===== config.mk =====
export PLATFORM = sky130hd
export DESIGN_NAME = n_step_scan_batch_scheduler_top_flat
export DESIGN_NICKNAME = d
export VERILOG_FILES = /design/src/rtl/nsb_pkg.sv /design/src/rtl/nsb_if.sv /design/src/rtl/n_step_scan_batch_scheduler_top.sv /design/src/rtl/nsb_track_mem.sv /design/src/rtl/nsb_ctrl.sv /design/src/flat_wrapper.sv
export SDC_FILE = /design/constraint.sdc
export NUM_CORES = 1
export LEC_CHECK = 0
export ABC_AREA = 0
export BUFFER_PORTS_ARGS = -buffer_cell sky130_fd_sc_hd__buf_4
export CORE_UTILIZATION = 35
export DETAILED_ROUTE_END_ITERATION = 12
export PLACE_DENSITY = 0.55
export RECOVER_POWER = 50
export SYNTH_ARGS = -nofsm -noshare
export SYNTH_HDL_FRONTEND = slang
export SYNTH_SLANG_ARGS = --single-unit

===== constraint.sdc =====
create_clock -name clk -period 5.93 [get_ports clk]
set_input_delay 0.593 -clock clk [delete_from_list [all_inputs] [get_ports clk]]
set_output_delay 0.593 -clock clk [all_outputs]
set_load 0.01 [all_outputs]

===== src/rtl/nsb_pkg.sv =====
// Package for the N-step SCAN batch scheduler.
// Holds the field widths, the action codes, the controller states and the result record.
// No dependencies; every other file of the block but nsb_track_mem uses it.
package nsb_pkg;

  // Fixed widths of the channel fields.
  localparam int ACTION_W = 2;
  localparam int TRACK_W  = 16;
  localparam int SLOT_W   = 5;
  localparam int STEP_W   = 5;

  // Defaults for the top-level parameters and the batch-size register.
  localparam int DEFAULT_MAX_BATCH  = 16;
  localparam int DEFAULT_TRACK_BITS = 16;
  localparam logic [STEP_W-1:0] DEFAULT_STEP = STEP_W'(4);

  typedef logic [TRACK_W-1:0] track_field_t;
  typedef logic [SLOT_W-1:0]  slot_field_t;
  typedef logic [STEP_W-1:0]  step_field_t;

  // Request action codes.
  typedef enum logic [ACTION_W-1:0] {
    ACT_INSERT = 2'd0,
    ACT_TAKE   = 2'd1,
    ACT_CLEAR  = 2'd2,
    ACT_NOP    = 2'd3
  } action_t;

  // Controller states.
  typedef enum logic [2:0] {
    ST_IDLE,
    ST_WALK,
    ST_SHIFT,
    ST_PLACE,
    ST_TAKE,
    ST_DONE
  } state_t;

  // One result record, as it leaves the controller.
  typedef struct packed {
    logic         accepted;
    slot_field_t  slot;
    track_field_t served_track;
    logic         served_valid;
    slot_field_t  remaining;
  } result_t;

endpackage


===== src/rtl/nsb_if.sv =====
// Channel interfaces of the N-step SCAN batch scheduler: request, result and configuration.
// Each carries valid, ready and the payload, with a source and a sink modport.
// Depends on nsb_pkg for the field widths.
interface nsb_req_if;
  logic                          valid;
  logic                          ready;
  logic [nsb_pkg::ACTION_W-1:0]  action;
  logic [nsb_pkg::TRACK_W-1:0]   new_track;
  logic [nsb_pkg::TRACK_W-1:0]   head_track;

  modport source (output valid, output action, output new_track, output head_track,
                  input ready);
  modport sink   (input valid, input action, input new_track, input head_track,
                  output ready);
endinterface

interface nsb_rsp_if;
  logic                        valid;
  logic                        ready;
  logic                        accepted;
  logic [nsb_pkg::SLOT_W-1:0]  slot;
  logic [nsb_pkg::TRACK_W-1:0] served_track;
  logic                        served_valid;
  logic [nsb_pkg::SLOT_W-1:0]  remaining;

  modport source (output valid, output accepted, output slot, output served_track,
                  output served_valid, output remaining, input ready);
  modport sink   (input valid, input accepted, input slot, input served_track,
                  input served_valid, input remaining, output ready);
endinterface

interface nsb_cfg_if;
  logic                       valid;
  logic                       ready;
  logic [nsb_pkg::STEP_W-1:0] data;

  modport source (output valid, output data, input ready);
  modport sink   (input valid, input data, output ready);
endinterface


===== src/rtl/n_step_scan_batch_scheduler_top.sv =====
// Top level of the N-step SCAN batch scheduler: batch-size register, controller,
// track memory and the result output register.
// Depends on nsb_pkg, nsb_if, nsb_track_mem and nsb_ctrl.
//
//   Channel  Modport  Payload                                            Role
//   req      sink     action, new_track, head_track                      request items
//   rsp      source   accepted, slot, served_track, served_valid,        one result per item
//                     remaining
//   cfg      sink     data (batch size limit)                            register write
//
// An insert does one memory read per entry walked, then, unless it lands at the tail, one
// read-write per entry shifted, then the new track's write. The single memory read port
// sets this pace.
// Synchronous reset empties the batch and loads the batch size with 4; the memory is not cleared.
// A result waits in the output register while the next request is worked on; a held register stalls the next result.
module n_step_scan_batch_scheduler_top #(
  parameter int MAX_BATCH  = nsb_pkg::DEFAULT_MAX_BATCH,
  parameter int TRACK_BITS = nsb_pkg::DEFAULT_TRACK_BITS
) (
  input logic        clk,
  input logic        rst,
  nsb_req_if.sink    req,
  nsb_rsp_if.source  rsp,
  nsb_cfg_if.sink    cfg
);

  localparam int AW = (MAX_BATCH > 1) ? $clog2(MAX_BATCH) : 1;

  nsb_pkg::step_field_t step_size;
  nsb_pkg::result_t     res;
  nsb_pkg::result_t     out_q;
  logic                 res_valid;
  logic                 res_ready;
  logic                 out_valid;

  logic                  mem_we;
  logic [AW-1:0]         mem_waddr;
  logic [TRACK_BITS-1:0] mem_wdata;
  logic [AW-1:0]         mem_raddr;
  logic [TRACK_BITS-1:0] mem_rdata;

  // Batch size register; writes are always taken.
  assign cfg.ready = 1'b1;

  always_ff @(posedge clk) begin
    if (rst) begin
      step_size <= nsb_pkg::DEFAULT_STEP;
    end else if (cfg.valid) begin
      step_size <= cfg.data;
    end
  end

  nsb_ctrl #(
    .MAX_BATCH  (MAX_BATCH),
    .TRACK_BITS (TRACK_BITS)
  ) u_ctrl (
    .clk       (clk),
    .rst       (rst),
    .req       (req),
    .step_size (step_size),
    .res_valid (res_valid),
    .res_ready (res_ready),
    .res       (res),
    .mem_we    (mem_we),
    .mem_waddr (mem_waddr),
    .mem_wdata (mem_wdata),
    .mem_raddr (mem_raddr),
    .mem_rdata (mem_rdata)
  );

  nsb_track_mem #(
    .DEPTH (MAX_BATCH),
    .WIDTH (TRACK_BITS)
  ) u_mem (
    .clk   (clk),
    .we    (mem_we),
    .waddr (mem_waddr),
    .wdata (mem_wdata),
    .raddr (mem_raddr),
    .rdata (mem_rdata)
  );

  // Output register: takes a result when empty or when the current one leaves.
  assign res_ready = !out_valid || rsp.ready;

  always_ff @(posedge clk) begin
    if (rst) begin
      out_valid <= 1'b0;
    end else if (res_valid && res_ready) begin
      out_valid <= 1'b1;
    end else if (rsp.ready) begin
      out_valid <= 1'b0;
    end
  end

  always_ff @(posedge clk) begin
    if (res_valid && res_ready) begin
      out_q <= res;
    end
  end

  assign rsp.valid        = out_valid;
  assign rsp.accepted     = out_q.accepted;
  assign rsp.slot         = out_q.slot;
  assign rsp.served_track = out_q.served_track;
  assign rsp.served_valid = out_q.served_valid;
  assign rsp.remaining    = out_q.remaining;

  // An insert result names a slot inside the batch it leaves behind.
  a_slot_in_batch: assert property (@(posedge clk) disable iff (rst)
    (rsp.valid && rsp.accepted) |-> (rsp.slot < rsp.remaining))
    else $error("inserted slot lies outside the remaining batch");

  // A result never reports both a placed insert and a served take.
  a_one_kind: assert property (@(posedge clk) disable iff (rst)
    rsp.valid |-> !(rsp.accepted && rsp.served_valid))
    else $error("result reports both an insert and a take");

  // One request at a time: the request channel closes after each transaction.
  a_one_at_a_time: assert property (@(posedge clk) disable iff (rst)
    (req.valid && req.ready) |=> !req.ready)
    else $error("request taken while the previous one is still in work");

endmodule


===== src/rtl/nsb_track_mem.sv =====
// Track storage of the batch: one write port, one read port, registered read data.
// Entries hold no reset value; only data read from written entries is ever used.
// No package dependencies.
module nsb_track_mem #(
  parameter int  DEPTH = 16,
  parameter int  WIDTH = 16,
  localparam int AW    = (DEPTH > 1) ? $clog2(DEPTH) : 1
) (
  input  logic             clk,
  input  logic             we,
  input  logic [AW-1:0]    waddr,
  input  logic [WIDTH-1:0] wdata,
  input  logic [AW-1:0]    raddr,
  output logic [WIDTH-1:0] rdata
);

  logic [WIDTH-1:0] mem [DEPTH];

  // Write port.
  always_ff @(posedge clk) begin
    if (we) begin
      mem[waddr] <= wdata;
    end
  end

  // Registered read port.
  always_ff @(posedge clk) begin
    rdata <= mem[raddr];
  end

endmodule


===== src/rtl/nsb_ctrl.sv =====
// Batch controller: decodes requests, walks the stored batch to find the insert slot,
// shifts the tail, and pops the front through a circular base pointer.
// Depends on nsb_pkg and nsb_if; drives the ports of nsb_track_mem.
module nsb_ctrl #(
  parameter int  MAX_BATCH  = nsb_pkg::DEFAULT_MAX_BATCH,
  parameter int  TRACK_BITS = nsb_pkg::DEFAULT_TRACK_BITS,
  localparam int AW = (MAX_BATCH > 1) ? $clog2(MAX_BATCH) : 1,
  localparam int CW = $clog2(MAX_BATCH + 1)
) (
  input  logic                     clk,
  input  logic                     rst,
  nsb_req_if.sink                  req,
  input  nsb_pkg::step_field_t     step_size,
  // Result hand-off to the output register.
  output logic                     res_valid,
  input  logic                     res_ready,
  output nsb_pkg::result_t         res,
  // Track memory ports.
  output logic                     mem_we,
  output logic [AW-1:0]            mem_waddr,
  output logic [TRACK_BITS-1:0]    mem_wdata,
  output logic [AW-1:0]            mem_raddr,
  input  logic [TRACK_BITS-1:0]    mem_rdata
);

  typedef logic [TRACK_BITS-1:0] trk_t;
  typedef logic [CW-1:0]         cnt_t;
  typedef logic [AW-1:0]         addr_t;
  typedef logic [CW:0]           sum_t;

  // Map a position in the batch to a memory address, wrapping at the depth.
  function automatic addr_t phys(input addr_t b, input cnt_t l);
    sum_t s;
    s = sum_t'(b) + sum_t'(l);
    if (s >= sum_t'(MAX_BATCH)) begin
      s = s - sum_t'(MAX_BATCH);
    end
    return addr_t'(s);
  endfunction

  // True when track a lies strictly behind b in the given direction.
  function automatic logic behind(input trk_t a, input trk_t b, input logic up);
    return up ? (a < b) : (a > b);
  endfunction

  function automatic trk_t absdiff(input trk_t a, input trk_t b);
    return (a > b) ? (a - b) : (b - a);
  endfunction

  nsb_pkg::state_t  state, state_next;
  cnt_t             count;
  addr_t            base;
  trk_t             nt;
  trk_t             head;
  trk_t             pos;
  cnt_t             idx;
  cnt_t             k;
  logic             first;
  logic             up;
  logic             skip;
  nsb_pkg::result_t res_q;

  // Walk datapath signals.
  trk_t  t;
  logic  up_c;
  logic  skip_c;
  logic  cont_skip;
  logic  closer;
  logic  walk_adv;
  cnt_t  idx_inc;
  cnt_t  k_dec;
  logic  full;
  logic  req_fire;
  nsb_pkg::action_t act_in;

  assign act_in   = nsb_pkg::action_t'(req.action);
  assign req_fire = req.valid && req.ready;
  assign res      = res_q;

  // Batch limit is the size register saturated to the memory depth.
  always_comb begin
    if (int'(step_size) > MAX_BATCH) begin
      full = (int'(count) >= MAX_BATCH);
    end else begin
      full = (int'(count) >= int'(step_size));
    end
  end

  // One walk step: entry t against the running position.
  always_comb begin
    t         = mem_rdata;
    up_c      = first ? (head < t) : up;
    skip_c    = first ? behind(nt, head, up_c) : skip;
    cont_skip = skip_c && !behind(t, pos, up_c);
    closer    = absdiff(nt, pos) < absdiff(t, pos);
    walk_adv  = cont_skip || !closer;
    idx_inc   = idx + cnt_t'(1);
    k_dec     = k - cnt_t'(1);
  end

  // Next-state logic.
  always_comb begin
    state_next = state;
    unique case (state)
      nsb_pkg::ST_IDLE: begin
        if (req.valid) begin
          unique case (act_in)
            nsb_pkg::ACT_INSERT: begin
              if (full) begin
                state_next = nsb_pkg::ST_DONE;
              end else if (count == '0) begin
                state_next = nsb_pkg::ST_PLACE;
              end else begin
                state_next = nsb_pkg::ST_WALK;
              end
            end
            nsb_pkg::ACT_TAKE: begin
              state_next = (count == '0) ? nsb_pkg::ST_DONE : nsb_pkg::ST_TAKE;
            end
            nsb_pkg::ACT_CLEAR, nsb_pkg::ACT_NOP: begin
              state_next = nsb_pkg::ST_DONE;
            end
          endcase
        end
      end
      nsb_pkg::ST_WALK: begin
        if (walk_adv) begin
          state_next = (idx_inc == count) ? nsb_pkg::ST_PLACE : nsb_pkg::ST_WALK;
        end else begin
          state_next = nsb_pkg::ST_SHIFT;
        end
      end
      nsb_pkg::ST_SHIFT: begin
        state_next = (k_dec == idx) ? nsb_pkg::ST_PLACE : nsb_pkg::ST_SHIFT;
      end
      nsb_pkg::ST_PLACE, nsb_pkg::ST_TAKE: begin
        state_next = nsb_pkg::ST_DONE;
      end
      nsb_pkg::ST_DONE: begin
        state_next = res_ready ? nsb_pkg::ST_IDLE : nsb_pkg::ST_DONE;
      end
      default: begin
        state_next = nsb_pkg::ST_IDLE;
      end
    endcase
  end

  // Outputs: handshake and memory port control.
  always_comb begin
    req.ready = 1'b0;
    res_valid = 1'b0;
    mem_we    = 1'b0;
    mem_waddr = phys(base, idx);
    mem_wdata = nt;
    mem_raddr = base;
    unique case (state)
      nsb_pkg::ST_IDLE: begin
        req.ready = 1'b1;
        mem_raddr = base;
      end
      nsb_pkg::ST_WALK: begin
        mem_raddr = walk_adv ? phys(base, idx_inc) : phys(base, count - cnt_t'(1));
      end
      nsb_pkg::ST_SHIFT: begin
        // Move entry k-1 up to k and fetch entry k-2 for the next step.
        mem_we    = 1'b1;
        mem_waddr = phys(base, k);
        mem_wdata = mem_rdata;
        mem_raddr = (k_dec == idx) ? base : phys(base, k - cnt_t'(2));
      end
      nsb_pkg::ST_PLACE: begin
        mem_we    = 1'b1;
        mem_waddr = phys(base, idx);
        mem_wdata = nt;
      end
      nsb_pkg::ST_DONE: begin
        res_valid = 1'b1;
      end
      default: begin
        mem_we = 1'b0;
      end
    endcase
  end

  // State, batch bookkeeping and walk registers.
  always_ff @(posedge clk) begin
    if (rst) begin
      state <= nsb_pkg::ST_IDLE;
      count <= '0;
      base  <= '0;
    end else begin
      state <= state_next;
      unique case (state)
        nsb_pkg::ST_IDLE: begin
          if (req_fire) begin
            nt    <= trk_t'(req.new_track);
            head  <= trk_t'(req.head_track);
            pos   <= trk_t'(req.head_track);
            idx   <= '0;
            first <= 1'b1;
            skip  <= 1'b0;
            // A clear reports the emptied batch; the rest start from the current fill.
            res_q <= '{accepted: 1'b0, slot: nsb_pkg::slot_field_t'(0),
                       served_track: nsb_pkg::track_field_t'(0), served_valid: 1'b0,
                       remaining: (act_in == nsb_pkg::ACT_CLEAR) ?
                                  nsb_pkg::slot_field_t'(0) : nsb_pkg::slot_field_t'(count)};
            if (act_in == nsb_pkg::ACT_CLEAR) begin
              count <= '0;
            end
          end
        end
        nsb_pkg::ST_WALK: begin
          first <= 1'b0;
          up    <= up_c;
          skip  <= cont_skip;
          if (walk_adv) begin
            pos <= t;
            idx <= idx_inc;
          end else begin
            k <= count;
          end
        end
        nsb_pkg::ST_SHIFT: begin
          k <= k_dec;
        end
        nsb_pkg::ST_PLACE: begin
          count              <= count + cnt_t'(1);
          res_q.accepted     <= 1'b1;
          res_q.slot         <= nsb_pkg::slot_field_t'(idx);
          res_q.remaining    <= nsb_pkg::slot_field_t'(count + cnt_t'(1));
        end
        nsb_pkg::ST_TAKE: begin
          base               <= phys(base, cnt_t'(1));
          count              <= count - cnt_t'(1);
          res_q.served_track <= nsb_pkg::track_field_t'(mem_rdata);
          res_q.served_valid <= 1'b1;
          res_q.remaining    <= nsb_pkg::slot_field_t'(count - cnt_t'(1));
        end
        default: begin
          count <= count;
        end
      endcase
    end
  end

endmodule


===== src/flat_wrapper.sv =====
// flat-port wrapper written by rule: the top's interface ports become plain ports
module n_step_scan_batch_scheduler_top_flat 
#(
  parameter int MAX_BATCH  = nsb_pkg::DEFAULT_MAX_BATCH,
  parameter int TRACK_BITS = nsb_pkg::DEFAULT_TRACK_BITS
)
  (clk, rst, req_valid, req_action, req_new_track, req_head_track, req_ready, rsp_valid, rsp_accepted, rsp_slot, rsp_served_track, rsp_served_valid, rsp_remaining, rsp_ready, cfg_valid, cfg_data, cfg_ready);
  nsb_req_if req_i ();
  nsb_rsp_if rsp_i ();
  nsb_cfg_if cfg_i ();
  input logic clk;
  input logic rst;
  input wire logic [$bits(req_i.valid)-1:0] req_valid;
  input wire logic [$bits(req_i.action)-1:0] req_action;
  input wire logic [$bits(req_i.new_track)-1:0] req_new_track;
  input wire logic [$bits(req_i.head_track)-1:0] req_head_track;
  output wire logic [$bits(req_i.ready)-1:0] req_ready;
  output wire logic [$bits(rsp_i.valid)-1:0] rsp_valid;
  output wire logic [$bits(rsp_i.accepted)-1:0] rsp_accepted;
  output wire logic [$bits(rsp_i.slot)-1:0] rsp_slot;
  output wire logic [$bits(rsp_i.served_track)-1:0] rsp_served_track;
  output wire logic [$bits(rsp_i.served_valid)-1:0] rsp_served_valid;
  output wire logic [$bits(rsp_i.remaining)-1:0] rsp_remaining;
  input wire logic [$bits(rsp_i.ready)-1:0] rsp_ready;
  input wire logic [$bits(cfg_i.valid)-1:0] cfg_valid;
  input wire logic [$bits(cfg_i.data)-1:0] cfg_data;
  output wire logic [$bits(cfg_i.ready)-1:0] cfg_ready;
  assign req_i.valid = req_valid;
  assign req_i.action = req_action;
  assign req_i.new_track = req_new_track;
  assign req_i.head_track = req_head_track;
  assign req_ready = req_i.ready;
  assign rsp_valid = rsp_i.valid;
  assign rsp_accepted = rsp_i.accepted;
  assign rsp_slot = rsp_i.slot;
  assign rsp_served_track = rsp_i.served_track;
  assign rsp_served_valid = rsp_i.served_valid;
  assign rsp_remaining = rsp_i.remaining;
  assign rsp_i.ready = rsp_ready;
  assign cfg_i.valid = cfg_valid;
  assign cfg_i.data = cfg_data;
  assign cfg_ready = cfg_i.ready;
  n_step_scan_batch_scheduler_top #(.MAX_BATCH(MAX_BATCH), .TRACK_BITS(TRACK_BITS)) u_core (.clk(clk), .rst(rst), .req(req_i), .rsp(rsp_i), .cfg(cfg_i));
endmodule

# Yosys cells after proc, flatten, opt, wreduce, memory -nomap -nowiden
# Memories as Yosys holds them, arrays and structs flattened. A register that Yosys moved wholly into a read port is not among the register bits.
# Index checks and enable logic that the tools add are counted.
word_totals:
  reg_bits: 135
  mem_bits_rw: 256
  inputBits: 44
  out_inout_bits: 31
  wordCells: 159
  n_memories: 1
classes:
  addsub: 21
  order_cmp: 16
  n_eq_ne: 14
  muxes: 54
  bitwise: 1
  n_reduce_logical: 29
mem_list:
  columns: ["name", "words", "width", "rd", "rd_ports_with_merged_regs", "write_ports", "line_no", "rtl"]
  rows:
  - ["u_core.u_mem.mem", 16, 16, 1, 1, 1, "nsb_track_mem.sv:17", "logic [WIDTH-1:0] mem [DEPTH];"]
op_table:
  columns: ["operator", "n"]
  rows:
  - ["$mux W16", 5]
  - ["$lt A16 B16 Y1", 4]
  - ["$sub A16 B16 Y16", 4]
  - ["$gt A16 B16 Y1", 3]
  - ["$mux W4", 9]
  - ["$pmux W17 S2", 1]
  - ["$pmux W16 S2", 1]
  - ["$add A4 B5 Y6", 5]
  - ["$ge A6 B5 Y1 const B", 5]
  - ["$pmux W5 S3", 2]
  - ["$mux W28", 1]
  - ["$mux W5", 5]
  - ["$sub A4 B1 Y4 const B", 6]
  - ["$pmux W5 S2", 2]
  - ["$reduce_and A3 Y1", 6]
  - ["$mux W1", 16]
  - ["$pmux W3 S5", 1]
  - ["$pmux W6 S2", 1]
  - ["$add A5 B1 Y5 const B", 2]
  - ["$eq A5 B5 Y1", 2]
  - ["$ge A5 B5 Y1 const B", 2]
  - ["$reduce_bool A2 Y1", 5]
  - ["$sub A5 B1 Y5 const B", 2]
  - ["$mux W3", 3]
  - ["25 further kinds", 42]

# Depth between registers and ports, before layout
# Gate-level depths: netlist of the first run.
logic_depth:
  depth_word: 8
  depth_mapped: 38
  ltp_nobuf: 35

# By module
# From an unflattened synthesis of the first run, not the netlist that was laid out.
hier_totals:
  cells_unflattened: 1494
  hier_area_um2: 20254.4
by_module_without_submodules:
  columns: ["module", "instances", "cells_per_inst", "area_per_inst_um2", "seq_area_each_um2"]
  rows:
  - ["nsb_track_mem", 1, 432, 10042.1, 8007.7]
  - ["nsb_ctrl", 1, 1011, 9135.0, 2912.8]
  - ["n_step_scan_batch_scheduler_top", 1, 51, 1077.3, 960.9]

# Worst setup path before layout of the first run
# OpenSTA, ideal clock, no wires.
synth_timing:
  path_type: "register to register"
  start: "register u_core.u_ctrl.nt[0]"
  end: "register u_core.u_mem.rdata[0], read port of u_core.u_mem.mem"
  setup_ps: 130
  t_arrival_ps: 6422
  required_ps: 5800
  path_slack_ps: -622
  stages_incl_launch_ff: 37
  n_path_buf: 3
  period_less_slack_ps: 6552
  cell_sequence: "edfxtp_1 inv_1 ha_1 inv_1 fa_1 a21o_1 a21o_1 a21oi_1 o21ai_1 a31oi_1 a21oi_2 clkbuf_1 buf_2 o21ai_0 o21ai_0 xnor2_1 ha_1 a21o_1 a21o_1 a21oi_1 o21ai_0 a31oi_1 a21oi_1 nor2_1 mux2i_1 ha_1 inv_1 fa_1 xnor2_1 a22oi_1 o21ai_0 a31oi_1 nor2b_1 clkbuf_1 nand3_1 nand4_1 mux2i_1"
synth_via:
  elab_chain_cells: 7
  elab_cells_between_ends: 14
  cone_classes: "2 x add/sub; 4 x order compare; 5 x mux; 3 x reduce/logical"
synth_lines:
  columns: ["element", "line_no", "rtl"]
  rows:
  - ["start, declared", "nsb_ctrl.sv:53", "trk_t nt;"]
  - ["start signal, assigned", "nsb_ctrl.sv:196", "nt <= trk_t'(req.new_track);"]
  - ["$sub A16 B16 Y16 (tied with other cells)", "nsb_ctrl.sv:47", "return (a > b) ? (a - b) : (b - a);"]
  - ["$mux W16 / $mux W1 (equally long branches)", "nsb_ctrl.sv:47, nsb_ctrl.sv:43", null]
  - ["$lt A16 B16 Y1 / $mux W1 (equally long branches)", "nsb_ctrl.sv:95, nsb_ctrl.sv:93", null]
  - ["$logic_not A1 Y1 / $logic_and A1 B1 Y1 (equally long branches)", "nsb_ctrl.sv:96, nsb_ctrl.sv:94", null]
  - ["$logic_or A1 B1 Y1 *", "nsb_ctrl.sv:96", "walk_adv = cont_skip || !closer;"]
  - ["$mux W4 *", "nsb_ctrl.sv:162", "mem_raddr = walk_adv ? phys(base, idx_inc) : phys(base, count - cnt_t'(1));"]
  - ["$pmux W4 S2 *", "nsb_ctrl.sv:156", "unique case (state)"]
  - ["end, declared", "nsb_track_mem.sv:14", "output logic [WIDTH-1:0] rdata"]
# Every way passes the cells marked *; elsewhere a longest branch is shown, timed or not.
# A chain may end at the register's enable or synchronous reset.

# Worst setup path in the final report of the first run
layout_timing:
  start: "register u_core.u_ctrl.nt[0]"
  end: "register u_core.u_mem.rdata[11], read port of u_core.u_mem.mem"
# The elaborated chain is that of the path after synthesis.

==> results of run 1 <==
## metrics by stage
| stage | cell area [µm²] | TNS (ns) | instances |
|---|---|---|---|
| final | 25800 | -10.23 | 2916 |
| after global routing | 25800 | -14.31 | 2916 |
| after CTS | 25800 | -10.31 | 2911 |
| after detailed placement | 23600 | -14.37 | 2807 |
| after global placement | 23600 | -13.46 | 2807 |
| after floorplan | 20300 | 0 | 1798 |
## registers in the layout (all words and copies together) (netlist names), 16 cells and up
| name | cells |
|---|---|
| u_core.rsp.served_track | 16 |
| u_core.u_ctrl.head | 16 |
| u_core.u_ctrl.nt | 16 |
| u_core.u_ctrl.pos | 16 |
| u_core.u_ctrl.res | 28 |
| u_core.u_mem.mem | 256 |
| u_core.u_mem.rdata | 16 |
## worst max-delay path, delay by kind of cell (launching register included)
family	cells	cell delay, ns
buffers and inverters	6	0.83
xor gates and xnor gates	2	0.30
DFF	1	0.41
and+or+nand+nor	3	0.55
adders and majority gates	4	1.02
AOI/OAI and AO/OA	16	2.65
muxes	3	0.71
## final timing paths
path / cells after the start / slack [ns] / end
worst max-delay path: 34 / -0.69 / u_core.u_mem.rdata[11]$_DFF_P_
worst min-delay path: 1 / 0.23 / u_core.u_ctrl.nt[7]$_DFFE_PP_
worst max register to register: 34 / -0.69 / u_core.u_mem.rdata[11]$_DFF_P_
worst min register to register: 0 / 0.42 / u_core.rsp.served_track[7]$_DFFE_PP_
## layer usage
layer,vias to the layer above,global-route usage,part of all wire
li1,7109,-,-
met1,7346,0.279,0.45
met2,470,0.337,0.47
met3,104,0.0241,0.051
met4,0,0.0588,0.028
met5,-,0,0
## layout by cell type, fill, tap and decap left out, types with 34 or more instances in the layout
cell,n
nand2_1,341
a21oi_1,69
dfxtp_1,34
nand3_1,112
xnor2_1,39
edfxtp_1,373
buf_4,253
o21ai_0,63
clkbuf_16,45
clkbuf_1,66
nor2_1,72
ha_1,126
inv_1,98
nand4_1,49
mux2i_1,41
## power groups by stage
stage               Clock (W)  Sequential [W]  Combinational, W
finish                0.00299         0.00398            0.0108
global route          0.00314         0.00401            0.0117
CTS                   0.00304         0.00397            0.0106
detailed placement          0         0.00402           0.00948
global placement            0         0.00402           0.00936
floorplan                   0         0.00389           0.00574
## final cells by class
class,count,area (µm²)
clock buffer,51,1180
clock inverter,33,420
fill,5235,30900
inverter,104,390
multi-input combinational,1206,8130
sequential,407,11900
tap,756,946
timing repair buffer,359,2830
## repair_timing
item,CTS,global route
endpoints found under the setup margin,16,16
gates resized for setup,65,33
setup buffers,13,7
gates cloned,7,0
pin swaps,33,36
## cell families (layout without fill, tap and decap cells)
group	after synthesis	count (layout)	share of synthesized area
multiplexers	51	51	0.0256
AND/OR/NAND/NOR	686	686	0.150
buffers and inverters	185	547	0.0355
AO/OA/AOI/OAI	273	273	0.0861
adder cells (fa/ha/maj)	136	136	0.0869
other	1	1	0.000186
flip-flops	407	407	0.589
XOR/XNOR	59	59	0.0265
==> impl_results.md, run 1 <==
* Post-synth EDFFs at 373
* Hold WC Path Type: primary input to register
* Main synth FF type: edfxtp_1
* Remaining DRCs at 0
* Total GRT Usage at 0.203
* Crit start category: register
* P_sw at 0.00741 W
* FFs w/ async S/R, synth at 0
* Wire per inst at 20.5 µm
* Fraction of layout cells with a size suffix above 1 at 0.230
* FF-to-FF Start: u_core.u_ctrl.nt[0]$_DFFE_PP_
* TritonCTS Buffers at 45
* Critical path launch point: u_core.u_ctrl.nt[0]$_DFFE_PP_
* Switching share of power at 0.418
* Slew Limit Headroom at -0.0193
* Status: finished, violations left
* ANT cells at 0
* Area grow syn2layout at 27.7%
* CTS sink count at 407
* Initial antenna violation count at 2
* Core Box Area at 56700 µm²
* Final Skew at 0.0361 ns
* Clock power share at 0.169
* Worst-case vdd ir drop at 0.000407 V
* Total power at 0.0177 W
* Largest net degree at the start of global routing at 60
* Mapped Nets at 1978
* Skew-Pair Late Insertion Delay at 0.59 ns
* Failing checks: capacitance limit, slew limit, setup timing
* Die width at 242 µm
* Max Freq at 151 MHz
* Die Ht at 242 µm
* Wirelength, routed at 59.8 mm
* RD Place Congestion at 0.896
* Final worst-path setup slack at -0.693 ns
* Synth area leaders: edfxtp_1, ha_1, nand2_1
* Global-route wire length before repair at 91.1 mm
* Critical Path AT at 7.10 ns
* CP Class: register to register
* Die Area at 58600 µm²
* Hold_buf cts at 0
* Post-route ant nets at 0
* # port buffers at 73
* Synth area leader: edfxtp_1
* Final core utilization at 0.454
* Place WS at -1.15 ns
* Clk root buf: clkbuf_16
* Top-count cell post-synth: edfxtp_1
* CTS tree: built
* Nets at 2303
* Maximum clock path buffer count at 3
* Yosys top cell area share at 0.555
* Via count at 15000
* Worst path max stage delay at 0.41 ns
* Logic pwr share at 0.607
* Global route total overflow at 0
* Worst setup EP type: register
* Via-per-instance ratio at 5.15
* Max stage delay cell, worst path: edfxtp_1
* Final Slew Violations at 29
* Netlist Area Pre-Place at 20200 µm²
* H-tree depth at 2
* Max Cap Viol at 1
* Register area share after synthesis at 0.589
* RSZ-0062 raised after global routing: true
* #FFs+latches synth at 407
* Final period util at 1.12
* Initial Utilization at 0.356
* Required time of the critical path at 6.41 ns
* # IOs at 75
* Minimum clock period at 6.62 ns
* Lkg Pwr at 10.1 nW
* Synth warn at 0
* Synth top cells by count: edfxtp_1, nand2_1, nand3_1, ha_1, inv_1
* Slew @ Worst Pin at 1.53 ns
* Endpoints failing setup at 16
* Power share of the sequential group at 0.224
* Crit path max fanout at 7
* Initial DRC count at 1113
* Cell variety after synth at 67
* Vias in the first global route at 15100
* Hold_ws at 0.225 ns
* PD cells at 687 nW/µm²
* Min-delay src: req_new_track[7]
* Mean Syn Cell Area at 11.2 µm²
* Rows at 87
* Mapped Cells at 1798
* Final Hold Vio Count at 0
* Worst-path clk slew at 0.06 ns
* Pre-Repair DR Iteration Count at 5
* P_int at 0.0103 W
* Detailed Place HPWL at 40.5 mm
* Top cell by count, worst path: a21o_1
No activity file was read; power rests on OpenSTA's default activity.
==> run 2, diff against run 1 <==
--- a/config.mk
+++ b/config.mk
@@ -7,10 +7,12 @@
 export LEC_CHECK = 0
 export ABC_AREA = 0
 export BUFFER_PORTS_ARGS = -buffer_cell sky130_fd_sc_hd__buf_4
+export CAP_MARGIN = 10
 export CORE_UTILIZATION = 35
 export DETAILED_ROUTE_END_ITERATION = 12
 export PLACE_DENSITY = 0.55
 export RECOVER_POWER = 50
 export SYNTH_ARGS = -nofsm -noshare
 export SYNTH_HDL_FRONTEND = slang
+export SYNTH_HIERARCHICAL = 1
 export SYNTH_SLANG_ARGS = --single-unit
==> constraint.sdc (replaced) <==
create_clock -name clk -period 5.93 [get_ports clk]
set_input_delay 0.593 -clock clk [delete_from_list [all_inputs] [get_ports clk]]
set_output_delay 0.593 -clock clk [all_outputs]
set_load 0.005 [all_outputs]
==> run 2 against run 1 <==
Compared with the run above:
- the run still ends with capacitance limit, slew limit, setup timing left
- maximum frequency up 6.9%
- non-clock buffer count down 53
- via count decreased by 12%
- clock power fell by 10%
- largest power group unchanged
==> impl_results.md, run 2 <==
* XOR/XNOR share of the synthesized area at 0.0255
* Main synth FF type: edfxtp_1
* Wire per inst at 20.8 µm
* Mapped Cells at 1494
* Largest net degree at the start of global routing at 43
* CP Class: register to register
* Post-route ant nets at 0
* Remaining DRCs at 0
* Footprint of the multi-input gates at 7910 µm²
* Status: finished, violations left
* Grt peak-use layer: met2
* Die Ht at 243 µm
* Final Hold Vio Count at 0
* Required time of the critical path at 6.38 ns
* Post-synth EDFFs at 373
* # port buffers at 73
* Rows at 87
* Biggest register: u_core/u_mem/mem
* Final worst-path setup slack at -0.266 ns
* Max stage delay cell, worst path: edfxtp_1
* Post-synthesis mux area share at 0.0850
* Nets at 1962
* Area grow syn2layout at 23.3%
* Worst setup EP type: register
* Clk root buf: clkbuf_16
* Synth area leader: edfxtp_1
* Worst-path clk slew at 0.06 ns
* Met1 usage at 0.247
* Lkg Pwr at 9.55 nW
* Fraction of layout cells with a size suffix above 1 at 0.264
* Hold_buf cts at 0
* CTS sink count at 407
* Top cell by count, worst path: a21o_1
* Synth Area in Simple Gates at 0.0716
* Synth Area in Compound Gates at 0.107
* Yosys top cell area share at 0.553
* Place WS at -0.509 ns
* TritonCTS Buffers at 45
* Dpl cell area at 23200 µm²
* # IOs at 75
* Minimum clock period at 6.20 ns
* Met2 GRT Util at 0.305
* Finished Cell Area at 25000 µm²
* Final Skew at 0.0408 ns
* Maximum clock path buffer count at 3
* Mapped Nets at 1675
* RD Place Congestion at 0.905
* Main combinational cell family by area after synthesis: compound AO/OA/AOI/OAI gates
* Global-route wire length before repair at 82.0 mm
* Most frequent cells in the layout: edfxtp_1, buf_4, ha_1, inv_1, nand2_1
* Via-per-instance ratio at 5.11
* Synth top cells by count: edfxtp_1, ha_1, inv_1, nand2_1, nor2_1
* Hold WC Path Type: primary input to register
* Wirelength, routed at 53.7 mm
* Register area share after synthesis at 0.587
* Hold_ws at 0.194 ns
* Slew @ Worst Pin at 1.86 ns
* Failing checks: capacitance limit, slew limit, setup timing
* Skew-Pair Late Insertion Delay at 0.60 ns
* Grt met3 use at 0.0274
* Max FFs per register at 256
* Initial DRC count at 1007
* ANT cells at 0
* Seq. cell area at 11900 µm²
* Final TNS setup at -3.75 ns
* Netlist Area Pre-Place at 20300 µm²
* Max Cap Viol at 3
* Top-count cell post-synth: edfxtp_1
* Final period util at 1.04
* H-tree depth at 2
* Slew Limit Headroom at -0.238
* Via count at 13200
* Worst path max stage delay at 0.49 ns
* FFs w/ async S/R, synth at 0
* Global route total overflow at 0
* Final Slew Violations at 105
* Endpoints failing setup at 16
* Cell variety after synth at 81
* Synth warn at 6
* Initial Utilization at 0.356
* Vias in the first global route at 13500
* Die width at 243 µm
* Die Area at 58800 µm²
* Crit start category: register
* Detailed Place HPWL at 37.7 mm
* Pre-Repair DR Iteration Count at 5
* PD cells at 686 nW/µm²
* Worst-case vdd ir drop at 0.000458 V
* Max Freq at 161 MHz
* Synth Area in Adders at 0.0872
* Crit path max fanout at 8
* Mean Syn Cell Area at 13.6 µm²
* Total power at 0.0171 W
* Critical Path AT at 6.65 ns
* Commonest non-fill, non-tap cell in the layout: edfxtp_1
* Initial antenna violation count at 0
* Core Box Area at 56800 µm²
* CTS tree: built
* Fillers at 5195
* Total GRT Usage at 0.184
* #FFs+latches synth at 407
* Synth area leaders: edfxtp_1, ha_1, mux4_2
* RSZ-0062 raised after global routing: true
==> run 2: worst max-delay path, delay by kind of cell (launching register included) <==
kind                       cells  cell delay, ns
AOI/OAI and AO/OA             13            2.30
adders and majority gates      3            0.80
and+or+nand+nor                5            0.86
xor gates and xnor gates       2            0.34
muxes                          2            0.42
DFF                            1            0.49
buffers and inverters          5            0.83
==> run 2: per-stage QoR <==
stage          cells   util
5_1_grt         2574  0.439
2_1_floorplan   1494      -
3_5_place_dp    2471  0.408
3_3_place_gp    2471  0.408
4_1_cts         2571  0.442
6_report        2574  0.439
==> run 2: final cells by class <==
cell class / instances / share of cell area
Timing Repair Buffer: 306 / 0.0961
Inverter: 103 / 0.0155
Clock inverter: 27 / 0.0109
Clock buffer: 57 / 0.0469
Multi-Input combinational cell: 918 / 0.317
Sequential cell: 407 / 0.476
Tap cell: 756 / 0.0379
==> run 2: worst paths after layout <==
| kind | start | end | slack (ns) | cells past startpoint |
|---|---|---|---|---|
| setup reg to reg | u_core/u_ctrl/pos[9]$_DFFE_PP_ | u_core/u_mem/rdata[3]$_DFF_P_ | -0.27 | 30 |
| hold / removal | req_new_track[14] | u_core/u_ctrl/nt[14]$_DFFE_PP_ | 0.19 | 1 |
| setup / recovery | u_core/u_ctrl/pos[9]$_DFFE_PP_ | u_core/u_mem/rdata[3]$_DFF_P_ | -0.27 | 30 |
| hold reg to reg | u_core/u_ctrl/res[21]$_SDFFCE_PN0P_ | u_core/rsp.served_track[15]$_DFFE_PP_ | 0.42 | 0 |
==> run 2: power by group <==
group / leakage, nW / switching, W / internal (W) / total [W]
registers: 3.67 / 0.000342 / 0.00380 / 0.00414
logic: 5.18 / 0.00525 / 0.00505 / 0.0103
clock network: 0.694 / 0.00118 / 0.00151 / 0.00269
==> run 2: logic make-up (layout without fill, tap and decap cells) <==
| kind of cell | after synthesis | in the layout |
|---|---|---|
| compound gates | 324 | 324 |
| xor+xnor | 59 | 59 |
| fa+ha+maj | 137 | 137 |
| buf+inv | 169 | 493 |
| flops | 407 | 407 |
| mux | 87 | 87 |
| other cells | 1 | 1 |
| simple gates | 310 | 310 |
==> run 2: layer usage <==
| layer | vias up | routed length [µm] |
|---|---|---|
| li1 | 6206 | - |
| met1 | 6582 | 24100 |
| met2 | 295 | 25800 |
| met3 | 83 | 2350 |
| met4 | 0 | 1510 |
| met5 | - | 0 |
==> run 2: repair_timing <==
item / CTS / global route
buffers inserted: 13 / 4
setup endpoints to repair: 16 / 16
pin swaps: 39 / 35
gates cloned: 3 / 0
gates resized for setup: 69 / 9
